### src/sv/sspsc_pkg.sv
// Package: types, constants and helper functions of the sleep state package scanner.
package sspsc_pkg;

  // Default length of the fixed table header in bytes.
  localparam int unsigned HeaderBytesDefault = 36;

  // Byte codes of the scanned body.
  localparam logic [7:0] NameOp    = 8'h08;
  localparam logic [7:0] PkgOp     = 8'h12;
  localparam logic [7:0] BytePrefix = 8'h0A;

  // Characters of the package name between the opcodes.
  localparam logic [7:0] Underscore = 8'h5F;
  localparam logic [7:0] LetterS    = 8'h53;
  localparam logic [7:0] Digit5     = 8'h35;

  // Sleep word layout and reset value of the fallback word.
  localparam logic [15:0] FallbackReset = 16'h2000;
  localparam int unsigned TypeW         = 3;
  localparam int unsigned TypeShift     = 10;
  localparam int unsigned WordW         = 16;

  // Stream widths.
  localparam int unsigned InDataW  = 8;
  localparam int unsigned OutDataW = 40;

  // Scan phases, one-hot.
  typedef enum logic [13:0] {
    PhIdle   = 14'b00000000000001,
    PhM1     = 14'b00000000000010,
    PhM2     = 14'b00000000000100,
    PhM3     = 14'b00000000001000,
    PhM4     = 14'b00000000010000,
    PhM5     = 14'b00000000100000,
    PhLead   = 14'b00000001000000,
    PhSkip   = 14'b00000010000000,
    PhCount  = 14'b00000100000000,
    PhTa     = 14'b00001000000000,
    PhTaVal  = 14'b00010000000000,
    PhTb     = 14'b00100000000000,
    PhTbVal  = 14'b01000000000000,
    PhDone   = 14'b10000000000000
  } phase_e;

  // One result transaction.
  typedef struct packed {
    logic              sum_valid;
    logic              package_found;
    logic [WordW-1:0]  sleep_word_a;
    logic [WordW-1:0]  sleep_word_b;
  } result_t;

  // Sleep word for a type value.
  function automatic logic [WordW-1:0] type_word(input logic [TypeW-1:0] t);
    logic [WordW-1:0] w;
    w = WordW'(t) << TypeShift;
    return w;
  endfunction

endpackage

### src/sv/sspsc_scan.sv
// Scanner state: checksum, header count, pattern match and sleep type capture.
module sspsc_scan #(
  parameter int unsigned HeaderBytes = sspsc_pkg::HeaderBytesDefault
) (
  input  logic                         clk_i,
  input  logic                         rst_ni,
  input  logic                         step_i,
  input  logic [7:0]                   byte_i,
  input  logic                         last_i,
  input  logic [sspsc_pkg::WordW-1:0]  fallback_i,
  output sspsc_pkg::result_t           result_o
);

  localparam int unsigned CntW = (HeaderBytes > 0) ? $clog2(HeaderBytes + 1) : 1;
  localparam logic [CntW-1:0] HdrLast = CntW'(HeaderBytes);

  logic [CntW-1:0]               hdr_q, hdr_d;
  logic [7:0]                    sum_q, sum_d;
  sspsc_pkg::phase_e             phase_q, phase_d;
  logic [1:0]                    skip_q, skip_d;
  logic [sspsc_pkg::TypeW-1:0]   ta_q, ta_d;
  logic [sspsc_pkg::TypeW-1:0]   tb_q, tb_d;
  logic                          found_q, found_d;
  sspsc_pkg::phase_e             miss_ph;

  // Restart target on a pattern mismatch
  assign miss_ph = (byte_i == sspsc_pkg::NameOp) ? sspsc_pkg::PhM1 : sspsc_pkg::PhIdle;

  // Next state for one byte
  always_comb begin
    hdr_d   = hdr_q;
    sum_d   = sum_q + byte_i;
    phase_d = phase_q;
    skip_d  = skip_q;
    ta_d    = ta_q;
    tb_d    = tb_q;
    found_d = found_q;
    if (hdr_q < HdrLast) begin
      hdr_d = hdr_q + 1'b1;
    end else begin
      unique case (phase_q)
        sspsc_pkg::PhIdle: phase_d = miss_ph;
        sspsc_pkg::PhM1: begin
          phase_d = (byte_i == sspsc_pkg::Underscore) ? sspsc_pkg::PhM2 : miss_ph;
        end
        sspsc_pkg::PhM2: begin
          phase_d = (byte_i == sspsc_pkg::LetterS) ? sspsc_pkg::PhM3 : miss_ph;
        end
        sspsc_pkg::PhM3: begin
          phase_d = (byte_i == sspsc_pkg::Digit5) ? sspsc_pkg::PhM4 : miss_ph;
        end
        sspsc_pkg::PhM4: begin
          phase_d = (byte_i == sspsc_pkg::Underscore) ? sspsc_pkg::PhM5 : miss_ph;
        end
        sspsc_pkg::PhM5: begin
          phase_d = (byte_i == sspsc_pkg::PkgOp) ? sspsc_pkg::PhLead : miss_ph;
        end
        sspsc_pkg::PhLead: begin
          skip_d  = byte_i[7:6];
          phase_d = (byte_i[7:6] != 2'd0) ? sspsc_pkg::PhSkip : sspsc_pkg::PhCount;
        end
        sspsc_pkg::PhSkip: begin
          skip_d = skip_q - 2'd1;
          if (skip_q == 2'd1) phase_d = sspsc_pkg::PhCount;
        end
        sspsc_pkg::PhCount: phase_d = sspsc_pkg::PhTa;
        sspsc_pkg::PhTa: begin
          if (byte_i == sspsc_pkg::BytePrefix) begin
            phase_d = sspsc_pkg::PhTaVal;
          end else begin
            ta_d    = byte_i[sspsc_pkg::TypeW-1:0];
            phase_d = sspsc_pkg::PhTb;
          end
        end
        sspsc_pkg::PhTaVal: begin
          ta_d    = byte_i[sspsc_pkg::TypeW-1:0];
          phase_d = sspsc_pkg::PhTb;
        end
        sspsc_pkg::PhTb: begin
          if (byte_i == sspsc_pkg::BytePrefix) begin
            phase_d = sspsc_pkg::PhTbVal;
          end else begin
            tb_d    = byte_i[sspsc_pkg::TypeW-1:0];
            found_d = 1'b1;
            phase_d = sspsc_pkg::PhDone;
          end
        end
        sspsc_pkg::PhTbVal: begin
          tb_d    = byte_i[sspsc_pkg::TypeW-1:0];
          found_d = 1'b1;
          phase_d = sspsc_pkg::PhDone;
        end
        default: phase_d = sspsc_pkg::PhDone;
      endcase
    end
  end

  // Result of a last byte, from the updated state
  always_comb begin
    result_o.sum_valid     = (sum_d == 8'd0);
    result_o.package_found = found_d;
    if (sum_d != 8'd0) begin
      result_o.sleep_word_a = '0;
      result_o.sleep_word_b = '0;
    end else if (found_d) begin
      result_o.sleep_word_a = sspsc_pkg::type_word(ta_d);
      result_o.sleep_word_b = sspsc_pkg::type_word(tb_d);
    end else begin
      result_o.sleep_word_a = fallback_i;
      result_o.sleep_word_b = fallback_i;
    end
  end

  // State registers; a last byte returns everything to reset
  always_ff @(posedge clk_i or negedge rst_ni) begin
    if (!rst_ni) begin
      hdr_q   <= '0;
      sum_q   <= '0;
      phase_q <= sspsc_pkg::PhIdle;
      skip_q  <= '0;
      ta_q    <= '0;
      tb_q    <= '0;
      found_q <= 1'b0;
    end else if (step_i) begin
      if (last_i) begin
        hdr_q   <= '0;
        sum_q   <= '0;
        phase_q <= sspsc_pkg::PhIdle;
        skip_q  <= '0;
        ta_q    <= '0;
        tb_q    <= '0;
        found_q <= 1'b0;
      end else begin
        hdr_q   <= hdr_d;
        sum_q   <= sum_d;
        phase_q <= phase_d;
        skip_q  <= skip_d;
        ta_q    <= ta_d;
        tb_q    <= tb_d;
        found_q <= found_d;
      end
    end
  end

endmodule

### src/sv/sleep_state_package_scanner_core.sv
// Top level of the sleep state package scanner: input register, scanner, result register.
//
// Input stream (s_axis_*): one table byte per transaction, header first, tlast on the
// final byte of the table. Output stream (m_axis_*): one result transaction per table,
// issued after its final byte. Configuration: cfg_we_i writes cfg_wdata_i into the
// fallback sleep word (reset 0x2000); write it only while no table is in flight.
// Result path: a final byte is taken into the input register, and its result is then
// registered in the result register, from which it shows on m_axis.
// Throughput: one byte per cycle; s_axis_tready stays high as long as the result
// register can take or has delivered the previous result.
// Stall: a result waits in the output register while m_axis_tready is low; further
// non-final bytes keep flowing in, and only the next final byte waits in the input
// register until the result is taken, which then holds s_axis_tready low.
// Reset: clears the scanner state and both valid flags and sets the fallback word to
// 0x2000; all scanner state also clears on each final byte.
module sleep_state_package_scanner_core #(
  parameter int unsigned HeaderBytes = sspsc_pkg::HeaderBytesDefault
) (
  input  logic                              clk_i,
  input  logic                              rst_ni,
  input  logic                              s_axis_tvalid,
  output logic                              s_axis_tready,
  input  logic [sspsc_pkg::InDataW-1:0]     s_axis_tdata,  // [7:0] table_byte
  input  logic                              s_axis_tlast,  // final_byte
  output logic                              m_axis_tvalid,
  input  logic                              m_axis_tready,
  // [0] sum_valid, [1] package_found, [17:2] sleep_word_a, [33:18] sleep_word_b,
  // [39:34] zero
  output logic [sspsc_pkg::OutDataW-1:0]    m_axis_tdata,
  input  logic                              cfg_we_i,
  input  logic [sspsc_pkg::WordW-1:0]       cfg_wdata_i
);

  logic                          in_valid_q;
  logic [7:0]                    in_byte_q;
  logic                          in_last_q;
  logic                          advance;
  logic [sspsc_pkg::WordW-1:0]   fallback_q;
  sspsc_pkg::result_t            result;
  logic                          out_valid_q;
  sspsc_pkg::result_t            out_q;

  // A non-final byte never needs the result register
  assign advance       = in_valid_q && (!in_last_q || !out_valid_q || m_axis_tready);
  assign s_axis_tready = !in_valid_q || advance;

  // Configuration register
  always_ff @(posedge clk_i or negedge rst_ni) begin
    if (!rst_ni) begin
      fallback_q <= sspsc_pkg::FallbackReset;
    end else if (cfg_we_i) begin
      fallback_q <= cfg_wdata_i;
    end
  end

  // Input register valid
  always_ff @(posedge clk_i or negedge rst_ni) begin
    if (!rst_ni) begin
      in_valid_q <= 1'b0;
    end else if (s_axis_tready) begin
      in_valid_q <= s_axis_tvalid;
    end
  end

  // Input register payload
  always_ff @(posedge clk_i) begin
    if (s_axis_tvalid && s_axis_tready) begin
      in_byte_q <= s_axis_tdata;
      in_last_q <= s_axis_tlast;
    end
  end

  sspsc_scan #(
    .HeaderBytes (HeaderBytes)
  ) u_scan (
    .clk_i      (clk_i),
    .rst_ni     (rst_ni),
    .step_i     (advance),
    .byte_i     (in_byte_q),
    .last_i     (in_last_q),
    .fallback_i (fallback_q),
    .result_o   (result)
  );

  // Result register valid
  always_ff @(posedge clk_i or negedge rst_ni) begin
    if (!rst_ni) begin
      out_valid_q <= 1'b0;
    end else if (advance && in_last_q) begin
      out_valid_q <= 1'b1;
    end else if (m_axis_tready) begin
      out_valid_q <= 1'b0;
    end
  end

  // Result register payload
  always_ff @(posedge clk_i) begin
    if (advance && in_last_q) begin
      out_q <= result;
    end
  end

  assign m_axis_tvalid = out_valid_q;
  assign m_axis_tdata  = {6'd0, out_q.sleep_word_b, out_q.sleep_word_a,
                          out_q.package_found, out_q.sum_valid};

endmodule

### config.mk
export PLATFORM = sky130hd
export DESIGN_NAME = sleep_state_package_scanner_core
export DESIGN_NICKNAME = d
export VERILOG_FILES = /design/src/sv/sspsc_pkg.sv /design/src/sv/sspsc_scan.sv /design/src/sv/sleep_state_package_scanner_core.sv
export SDC_FILE = /design/constraint.sdc
export NUM_CORES = 1
export LEC_CHECK = 0
export CAP_MARGIN = 20
export CORE_ASPECT_RATIO = 0.5
export CORE_MARGIN = 3
export CORE_UTILIZATION = 60
export CTS_CLUSTER_DIAMETER = 30
export CTS_CLUSTER_SIZE = 40
export DETAILED_ROUTE_END_ITERATION = 16
export DONT_BUFFER_PORTS = 1
export HOLD_SLACK_MARGIN = 0.05
export PLACE_DENSITY = 0.88
export SLEW_MARGIN = 25
export SYNTH_ARGS = -nofsm -noshare
export SYNTH_HDL_FRONTEND = slang
export SYNTH_HIERARCHICAL = 1
export SYNTH_SLANG_ARGS = --single-unit
export TNS_END_PERCENT = 20
### constraint.sdc
create_clock -name clk_i -period 3.3 [get_ports clk_i]
set_input_delay 0.165 -clock clk_i [delete_from_list [all_inputs] [get_ports clk_i]]
set_output_delay 0.165 -clock clk_i [all_outputs]
set_load 0.03 [all_outputs]
==> results.ini, run 1 <==
[power_and_ir_drop]
ir_worst_vdd_mv=0.403
power.share.switching_pct=27.6
combPwrFrac_pct=15.6
p_per_area_nw_per_um2=524
seq_power_share_pct=48.3
power.switching_mw=0.848
p_leak_nw=2.37
clkPwrFrac_pct=36.1
power.internal_mw=2.22

[drt]
antenna_left=0
firstDrtPassIters=7
drc=0
drt-total-wl_um=12100
vias=3812
wl_per_cell_um=20.6
via_per_inst=6.46
drt_iter0_markers=556

[timing]
setup_violations=0
worstMarginPinSlew_ps=1010
drv_slew=0
period_share_pct=90.5
max_freq_mhz=335
finalHoldViolCount=0
relSlewSlack_pct=32.3
rsz0062_at_grt=false
period_needed_ps=2990
finClkSkew_ps=8.46
setup_tns_ps=0

[floorplan]
io_pins=72
dieArea_um2=9810
dieWidth_um=137
num_rows=23
die_y_um=71.6
core_um2=8170
start_util_pct=63.1

[yosys]
synth-edff-count=43
synth-seq-cells=98
syn_area_per_cell_um2=11.5
netlist_area_um2=5160
ys_seq_area_share_pct=51.8
yosysWarnings=6
synthFlopType=dfrtp_1
postSynthCellCount=450
ys_types=75
async_flop_share_pct=56.1

[layout]
mostFrequentLayoutCell=dfrtp_1
syn_to_final_growth_pct=13.6
final_util_pct=71.7
final_cell_mix=53 x dfrtp_1, 43 x dlygate4sd3_1, 43 x edfxtp_1, 30 x nand2_1, 25 x a21oi_1
drive_gt1_share_pct=12.6
antennaDiodeCount=0
fin_nets=513

[job]
maxCapViolCount=0

[placement]
hpwl_um=7470
port_buffers=0
place.gp.congestion=0.958

[setup_path]
critPathSlowestCell=edfxtp_1
path_buf_inv=1
endpoint_kind=flop
crit_fanout=20
cp-start-kind=flop
critPathKind=reg2reg
crit_arrival_ps=3170
cpPeakStageDelay_ps=530
worst_ep_required_time_ps=3480
crit_chain=ha_1 -> fa_1 -> a211oi_1 -> o21bai_1 -> a21oi_1 -> xor2_1 -> o2111a_1 -> buf_4 -> a21boi_0
cpLargestDelayFamily=compound AO/OA/AOI/OAI gates

[global_route]
track_usage_pct=25.8
grt_antenna_before_repair=0
grt_pass1_vias=3568
grt_max_degree=56
grt_overflow=0
grt_pass1_wl_um=19500

[clocking]
cts_max_path_buffers=2
cts_buffers=9
cts-htree-levels=3
cts_tree=yes
cts_sinks=98
clkTransAtPathRegs_ps=70
cts_root_buf=clkbuf_16
cts_resized=0
clk_latency_ps=350

[outcome]
status=finished, final reports clean

[min_path]
hp-class=in2reg

## worst register-to-register path: stages, from the launching register on
cell and delay, ps:
edfxtp_1 530, ha_1 290, fa_1 420, a211oi_1 320, o21bai_1 120, a21oi_1 200
xor2_1 230, o2111a_1 220, buf_4 240, a21boi_0 240
## synth_stat cells, types with 5 or more instances
| cell | number | area, um^2 |
|---|---|---|
| a21o_1 | 5 | 37.5 |
| a21oi_1 | 25 | 125 |
| a22o_1 | 6 | 52.6 |
| and3_1 | 15 | 93.8 |
| buf_2 | 5 | 25.0 |
| buf_4 | 22 | 165 |
| clkbuf_1 | 10 | 37.5 |
| dfrtp_1 | 53 | 1330 |
| edfxtp_1 | 43 | 1290 |
| ha_1 | 9 | 113 |
| inv_1 | 7 | 26.3 |
| mux2_2 | 6 | 67.6 |
| mux2_4 | 10 | 150 |
| nand2_1 | 30 | 113 |
| nand2b_1 | 6 | 37.5 |
| nand3_1 | 8 | 40.0 |
| nand4_1 | 9 | 56.3 |
| nor2_1 | 24 | 90.1 |
| nor2b_1 | 10 | 62.6 |
| nor3_1 | 9 | 45.0 |
| o21a_1 | 6 | 45.0 |
| o21ai_0 | 11 | 55.1 |
| o21ai_1 | 6 | 30.0 |
| o2bb2ai_1 | 7 | 61.3 |
| o31ai_1 | 8 | 60.1 |
| or3_1 | 5 | 31.3 |
| xor2_1 | 7 | 61.3 |
## metrics by stage
| step | instances | cell area, um^2 | total power, mW | setup WS, ps | hold WS [ps] |
|---|---|---|---|---|---|
| 2_1_floorplan | 455 | 5170 | 1.81 | 702 | -131 |
| 3_3_place_gp | 530 | 5080 | 1.85 | 597 | -129 |
| 3_5_place_dp | 530 | 5080 | 1.88 | 480 | -130 |
| 4_1_cts | 590 | 5860 | 3.06 | 445 | 82.3 |
| 5_1_grt | 590 | 5860 | 3.19 | 120 | 101 |
| 6_report | 590 | 5860 | 3.07 | 313 | 84.7 |
## routing by layer
metal / track usage [%] / wire length [um] / vias to the layer above
met5: 0 / 0 / -
met4: 6.19 / 191 / 0
li1: - / - / 1709
met3: 6.73 / 1180 / 24
met2: 41.8 / 5730 / 230
met1: 35.4 / 5040 / 1849
## sequential cells by signal (all words and copies together) (netlist names)
signal and cells:
fallback_q 16, in_byte_q 8, in_last_q 1, in_valid_q 1
m_axis_tdata 34, m_axis_tvalid 1, u_scan/found_q 1, u_scan/hdr_q 6
u_scan/phase_q 14, u_scan/skip_q 2, u_scan/sum_q 8, u_scan/ta_q 3
u_scan/tb_q 3
## power by group through the flow
stage	registers [mW]	logic [mW]	clock network, mW
final	1.48	0.479	1.11
after global routing	1.49	0.527	1.17
after CTS	1.48	0.462	1.12
after detailed placement	1.50	0.383	0
after global placement	1.49	0.363	0
after floorplan	1.48	0.333	0
## repair_timing
item                                   CTS  global route
hold buffers                            44             0
buffers inserted                         0             0
endpoints found under the hold margin   81             0
## cell families after synthesis
logic type	synth area share [%]
and+or+nand+nor	18.1
AOI/OAI and AO/OA	14.9
buffers and inverters	5.90
other	0.0727
adders and majority gates	2.57
muxes	4.80
DFF	51.8
xor gates and xnor gates	1.87
## worst paths after layout
check	start	end	slack (ps)	cells past startpoint
min reg2reg	u_scan/ta_q[2]	u_scan/ta_q[2]	500	1
max in group asynchronous	rst_ni	u_scan/phase_q[0]	2660	2
max reg2reg	in_byte_q[0]	m_axis_tdata[29]	310	9
min in group asynchronous	rst_ni	fallback_q[5]	340	2
max	in_byte_q[0]	m_axis_tdata[29]	310	9
min	m_axis_tready	m_axis_tvalid	80	2
## cell type report
cell class,count,area (um^2)
Sequential cell,98,2670
Fill cell,522,2310
Multi-Input combinational cell,308,2210
Timing Repair Buffer,48,488
Clock buffer,10,239
Tap cell,112,140
Clock inverter,6,83.8
Inverter,8,30.0
Power figures use the tool's default switching activity.
==> run 2: changes to the inputs <==
--- a/config.mk
+++ b/config.mk
@@ -5,16 +5,17 @@
 export SDC_FILE = /design/constraint.sdc
 export NUM_CORES = 1
 export LEC_CHECK = 0
+export BUFFER_PORTS_ARGS = -buffer_cell sky130_fd_sc_hd__buf_2
 export CAP_MARGIN = 20
 export CORE_ASPECT_RATIO = 0.5
 export CORE_MARGIN = 3
-export CORE_UTILIZATION = 60
+export CORE_UTILIZATION = 58
 export CTS_CLUSTER_DIAMETER = 30
 export CTS_CLUSTER_SIZE = 40
 export DETAILED_ROUTE_END_ITERATION = 16
-export DONT_BUFFER_PORTS = 1
 export HOLD_SLACK_MARGIN = 0.05
-export PLACE_DENSITY = 0.88
+export PLACE_DENSITY = 0.92
+export RECOVER_POWER = 50
 export SLEW_MARGIN = 25
 export SYNTH_ARGS = -nofsm -noshare
 export SYNTH_HDL_FRONTEND = slang
==> results.ini, run 2 (synthesized netlist as in run 1, its figures left out) <==
[clocking]
cts_sinks=98  ; unchanged
cts_tree=yes
cts_root_buf=clkbuf_16
cts_max_path_buffers=2  ; unchanged
clk_latency_ps=350  ; about the same
cts-htree-levels=3  ; unchanged
cts_setup_buffers=0  ; unchanged
cts_buffers=9  ; unchanged
clkTransAtPathRegs_ps=70  ; about the same
cts_resized=0  ; unchanged

[drt]
drt-total-wl_um=11400  ; -6.2%
firstDrtPassIters=5  ; -2
drc=0  ; unchanged
wl_per_cell_um=18.1  ; -12%
drt_iter0_markers=447  ; -20%
vias=3875  ; +1.7%
via_per_inst=6.14  ; -5.0%
antenna_left=0  ; unchanged

[timing]
max_freq_mhz=339  ; +1.2%
setup_violations=0  ; unchanged
worstMarginPinSlew_ps=2240  ; +1230 ps
period_share_pct=89.4  ; -1.1 points
holdWs_ps=46.5  ; -38.2 ps
rsz0062_at_grt=false
drv_slew=40  ; +40
finClkSkew_ps=4.34  ; -4.13 ps
finalHoldViolCount=0  ; unchanged
relSlewSlack_pct=-49.6  ; -82 points
setup_tns_ps=0  ; unchanged
period_needed_ps=2950  ; -35.9 ps

[placement]
port_buffers=65  ; +65
place.gp.congestion=0.843  ; -12%
placed_area_um2=5420  ; +6.8%
hpwl_um=7820  ; +4.7%

[floorplan]
start_util_pct=62.0  ; -1.1 points
num_rows=23  ; unchanged
io_pins=72  ; unchanged
die_y_um=72.7  ; +1.6%
core_um2=8320  ; +1.8%
dieArea_um2=10100  ; +3.2%
dieWidth_um=139  ; +1.6%

[setup_path]
worst_ep_required_time_ps=3480  ; about the same
cp-start-kind=flop
critPathKind=reg2reg
path_buf_inv=0  ; -1
endpoint_kind=flop
crit_arrival_ps=3130  ; -40 ps
cpLargestDelayFamily=compound AO/OA/AOI/OAI gates
critPathSlowestCell=o2111a_1
crit_chain=fa_1 -> a211oi_1 -> o21bai_1 -> a21oi_1 -> xor2_1 -> o2111a_1 -> a21boi_1
crit_fanout=20  ; unchanged
cpPeakStageDelay_ps=610  ; +80 ps

[global_route]
track_usage_pct=23.2  ; -2.6 points
grt_overflow=0  ; unchanged
grt_max_degree=40  ; -29%
grt_antenna_before_repair=0  ; unchanged
grt_pass1_vias=3642  ; +2.1%
grt_pass1_wl_um=18500  ; -5.0%

[outcome]
status=complete, but fails checks
violations=capacitance limit, slew limit

[job]
maxCapViolCount=1  ; +1

[layout]
design_area_um2=5790  ; -1.2%
drive_gt1_share_pct=14.5  ; +1.9 points
fin_nets=554  ; +8.0%
final_util_pct=69.6  ; -2.1 points
mostFrequentLayoutCell=dfrtp_1
final_cell_mix=53 x dfrtp_1, 43 x edfxtp_1, 41 x clkbuf_1, 30 x nand2_1
antennaDiodeCount=0  ; unchanged
largest_reg_flops=34  ; unchanged
fill_cells=603  ; +16%
syn_to_final_growth_pct=12.3

[power_and_ir_drop]
p_leak_nw=2.34  ; -1.3%
ir_worst_vdd_mv=0.330  ; -18%
p_per_area_nw_per_um2=506  ; -3.3%
p_total_mw=2.93  ; -4.4%

[min_path]
hp-class=in2reg

## run 2: changes by cell type in the layout (fill, tap and decap cells not counted), sizes merged
cell,before,now
clkbuf,10,51
dlygate4sd3,43,17
buf,5,30
bufinv,1,0
clkinv,4,5
clkinvlp,0,1
## run 2: area by class of cell
cell class                 count  area [um^2]  area share, %
clock buffer                   9          225           3.89
timing repair buffer          89          492           8.50
inverter                       8         30.0          0.519
clock inverter                 7         65.1           1.12
sequential                    98         2670           46.1
tap                          112          140           2.42
multi-input combinational    308         2170           37.4
## run 2: through the flow
stage | worst slack, ps | std cells
after CTS | 410 | 631
final | 349 | 631
after global placement | 560 | 598
after global routing | 184 | 631
after detailed placement | 412 | 598
after floorplan | 702 | 455
## run 2: final timing paths
kind	cells past startpoint	slack, ps	end	start
setup / recovery	7	350	m_axis_tdata[13]	in_byte_q[1]
hold / removal	2	50	fallback_q[6]	cfg_wdata_i[6]
setup reg to reg	7	350	m_axis_tdata[13]	in_byte_q[1]
hold reg to reg	1	500	u_scan/sum_q[5]	u_scan/sum_q[5]
max in group asynchronous	3	850	fallback_q[13]	rst_ni
min in group asynchronous	2	1020	fallback_q[3]	rst_ni
## run 2: metal layers
| layer | GRT usage [%] | wire [um] | vias up |
|---|---|---|---|
| li1 | - | - | 1793 |
| met1 | 32.1 | 4990 | 1869 |
| met2 | 36.6 | 5200 | 189 |
| met3 | 5.82 | 993 | 24 |
| met4 | 8.03 | 208 | 0 |
| met5 | 0 | 0 | - |
## run 2: power breakdown
part	total [mW]	internal [mW]	switching, mW
combinational	0.489	0.196	0.293
sequential	1.43	1.37	0.0663
clock	1.01	0.525	0.483
## run 2: timing repair
action	4_1_cts	5_1_grt
endpoints found under the hold margin	53	0
hold buffers	17	0
setup endpoints to repair	0	0
==> run 3: changes to the inputs <==
--- a/config.mk
+++ b/config.mk
@@ -9,12 +9,13 @@
 export CAP_MARGIN = 20
 export CORE_ASPECT_RATIO = 0.5
 export CORE_MARGIN = 3
-export CORE_UTILIZATION = 58
+export CORE_UTILIZATION = 60
+export CTS_BUF_LIST = sky130_fd_sc_hd__clkbuf_8
 export CTS_CLUSTER_DIAMETER = 30
 export CTS_CLUSTER_SIZE = 40
 export DETAILED_ROUTE_END_ITERATION = 16
 export HOLD_SLACK_MARGIN = 0.05
-export PLACE_DENSITY = 0.92
+export PLACE_DENSITY = 0.95
 export RECOVER_POWER = 50
 export SLEW_MARGIN = 25
 export SYNTH_ARGS = -nofsm -noshare
==> results.ini, run 3 (synthesized netlist as in run 1, its figures left out) <==
[placement]
placed_area_um2=5410  ; -0.18%
port_buffers=65  ; unchanged
place.gp.congestion=0.879  ; +4.2%
place_ws_ps=265  ; -146 ps
dp.cells=596  ; -0.33%
hpwl_um=7730  ; -1.1%

[min_path]
hp-start=m_axis_tready
hp-class=in2reg

[timing]
relSlewSlack_pct=-36.7  ; +13 points
period_share_pct=95.0  ; +5.6 points
max_freq_mhz=319  ; -5.9%
setup_violations=0  ; unchanged
rsz0062_at_grt=false
setup_ws_ps=163  ; -186 ps
finalHoldViolCount=0  ; unchanged
drv_slew=40  ; unchanged
finClkSkew_ps=11.7  ; +7.41 ps
period_needed_ps=3140  ; +186 ps
setup_tns_ps=0  ; unchanged
worstMarginPinSlew_ps=2050  ; -194 ps

[drt]
vias=3912  ; +0.95%
antenna_left=0  ; unchanged
drt-total-wl_um=11400  ; +0.21%
wl_per_cell_um=17.9  ; -1.0%
firstDrtPassIters=5  ; unchanged
drc=0  ; unchanged
drt_iter0_markers=582  ; +30%
via_per_inst=6.12  ; -0.31%

[global_route]
track_usage_pct=24.0  ; +0.77 points
grt_overflow=0  ; unchanged
grt_pass1_wl_um=18300  ; -0.85%
grt_max_degree=40  ; unchanged
grt_pass1_vias=3769  ; +3.5%
grt_antenna_before_repair=0  ; unchanged

[layout]
largest_reg_flops=34  ; unchanged
final_cell_mix=53 x dfrtp_1, 43 x edfxtp_1, 41 x clkbuf_1, 30 x nand2_1, 27 x dlygate4sd3_1
design_area_um2=5810  ; +0.37%
syn_to_final_growth_pct=12.7
antennaDiodeCount=0  ; unchanged
final_cell_count_no_fill=639  ; +1.3%
fin_nets=562  ; +1.4%
drive_gt1_share_pct=14.0  ; -0.41 points
mostFrequentLayoutCell=dfrtp_1

[clocking]
clkTransAtPathRegs_ps=100  ; +30 ps
cts_root_buf=clkbuf_8
cts_buffers=9  ; unchanged
cts_max_path_buffers=2  ; unchanged
cts-htree-levels=3  ; unchanged
cts_resized=0  ; unchanged
cts_tree=yes
cts_sinks=98  ; unchanged
clk_latency_ps=370  ; +20 ps

[power_and_ir_drop]
power.internal_mw=1.94  ; -7.0%
p_leak_nw=2.35  ; +0.19%
ir_worst_vdd_mv=0.258  ; -22%
p_per_area_nw_per_um2=477  ; -5.9%
power.switching_mw=0.827  ; -1.8%
combPwrFrac_pct=18.0  ; +1.3 points
power.share.switching_pct=29.9  ; +1.1 points
clkPwrFrac_pct=30.1  ; -4.3 points
seq_power_share_pct=51.8  ; +2.9 points

[setup_path]
r2r_end=m_axis_tdata[32]
endpoint_kind=flop
reg2reg_depth=8  ; +1
crit_chain=ha_1 -> fa_1 -> a211oi_1 -> o21bai_1 -> a21oi_1 -> xor2_1 -> o2111a_1 -> and3_1
crit_fanout=20  ; unchanged
crit_arrival_ps=3360  ; +230 ps
cpPeakStageDelay_ps=630  ; +20 ps
r2r-start=in_byte_q[0]
endpoint=m_axis_tdata[32]
r2r_slack_ps=160  ; -190 ps
critPathKind=reg2reg
startpoint=in_byte_q[0]
worst_ep_required_time_ps=3530  ; +50 ps
cp-start-kind=flop
critPathSlowestCell=o2111a_1

[outcome]
violations=capacitance limit, slew limit
status=complete, but fails checks

[floorplan]
start_util_pct=63.1  ; +1.1 points
num_rows=23  ; unchanged
dieArea_um2=9810  ; -3.1%
io_pins=72  ; unchanged
die_y_um=71.6  ; -1.5%
core_um2=8170  ; -1.7%
dieWidth_um=137  ; -1.6%

[job]
maxCapViolCount=1  ; unchanged

[run 3: cell type report]
type,count,area (um^2)
Sequential cell,98,2670
Fill cell,580,2360
Multi-Input combinational cell,308,2170
Timing Repair Buffer,97,577
Tap cell,112,140
Clock buffer,9,124
Clock inverter,7,93.8
Inverter,8,30.0
[run 3: power groups by stage]
stage	combinational [mW]	clock, mW	sequential (mW)
after floorplan	0.333	0	1.48
after global placement	0.456	0	1.45
after detailed placement	0.479	0	1.46
after CTS	0.505	0.841	1.43
after global routing	0.545	0.905	1.45
final	0.499	0.834	1.44
[run 3: metrics by stage]
stage | util, % | hold slack, ps | total power [mW]
2_1_floorplan | - | -131 | 1.81
3_3_place_gp | 66.2 | 324 | 1.91
3_5_place_dp | 66.2 | 324 | 1.94
4_1_cts | 71.9 | 50.2 | 2.78
5_1_grt | 71.1 | 110 | 2.90
6_report | 71.1 | 101 | 2.77
[run 3: worst max-delay path: cells and delay by family, from the launching register on]
family | cells | cell delay (ps)
AO/OA/AOI/OAI | 4 | 1260
XOR/XNOR | 1 | 200
AND/OR/NAND/NOR | 1 | 300
flip-flops | 1 | 530
adder cells (fa/ha/maj) | 2 | 700
[run 3: repair_timing]
| item | CTS | global route |
|---|---|---|
| endpoints found under the hold margin | 61 | 2 |
| setup buffers | 0 | 0 |
| hold buffers | 25 | 2 |
[run 3: metal layers]
layer,global-route usage (%),vias up,share of wire [%]
met1,32.6,1859,43
met4,8.52,0,2.0
met3,6.03,32,9.6
met5,0,-,0
li1,-,1805,-
met2,38.2,216,46
[run 3: how the worst min path moves through the flow]
stage                          to  slack [ps]  cells after the start
floorplan           fallback_q[0]        -130                      0
global placement    fallback_q[3]         320                      1
detailed placement  fallback_q[7]         320                      1
CTS                 fallback_q[5]          50                      2
global route           in_valid_q         110                      3
finish                 in_valid_q         100                      3
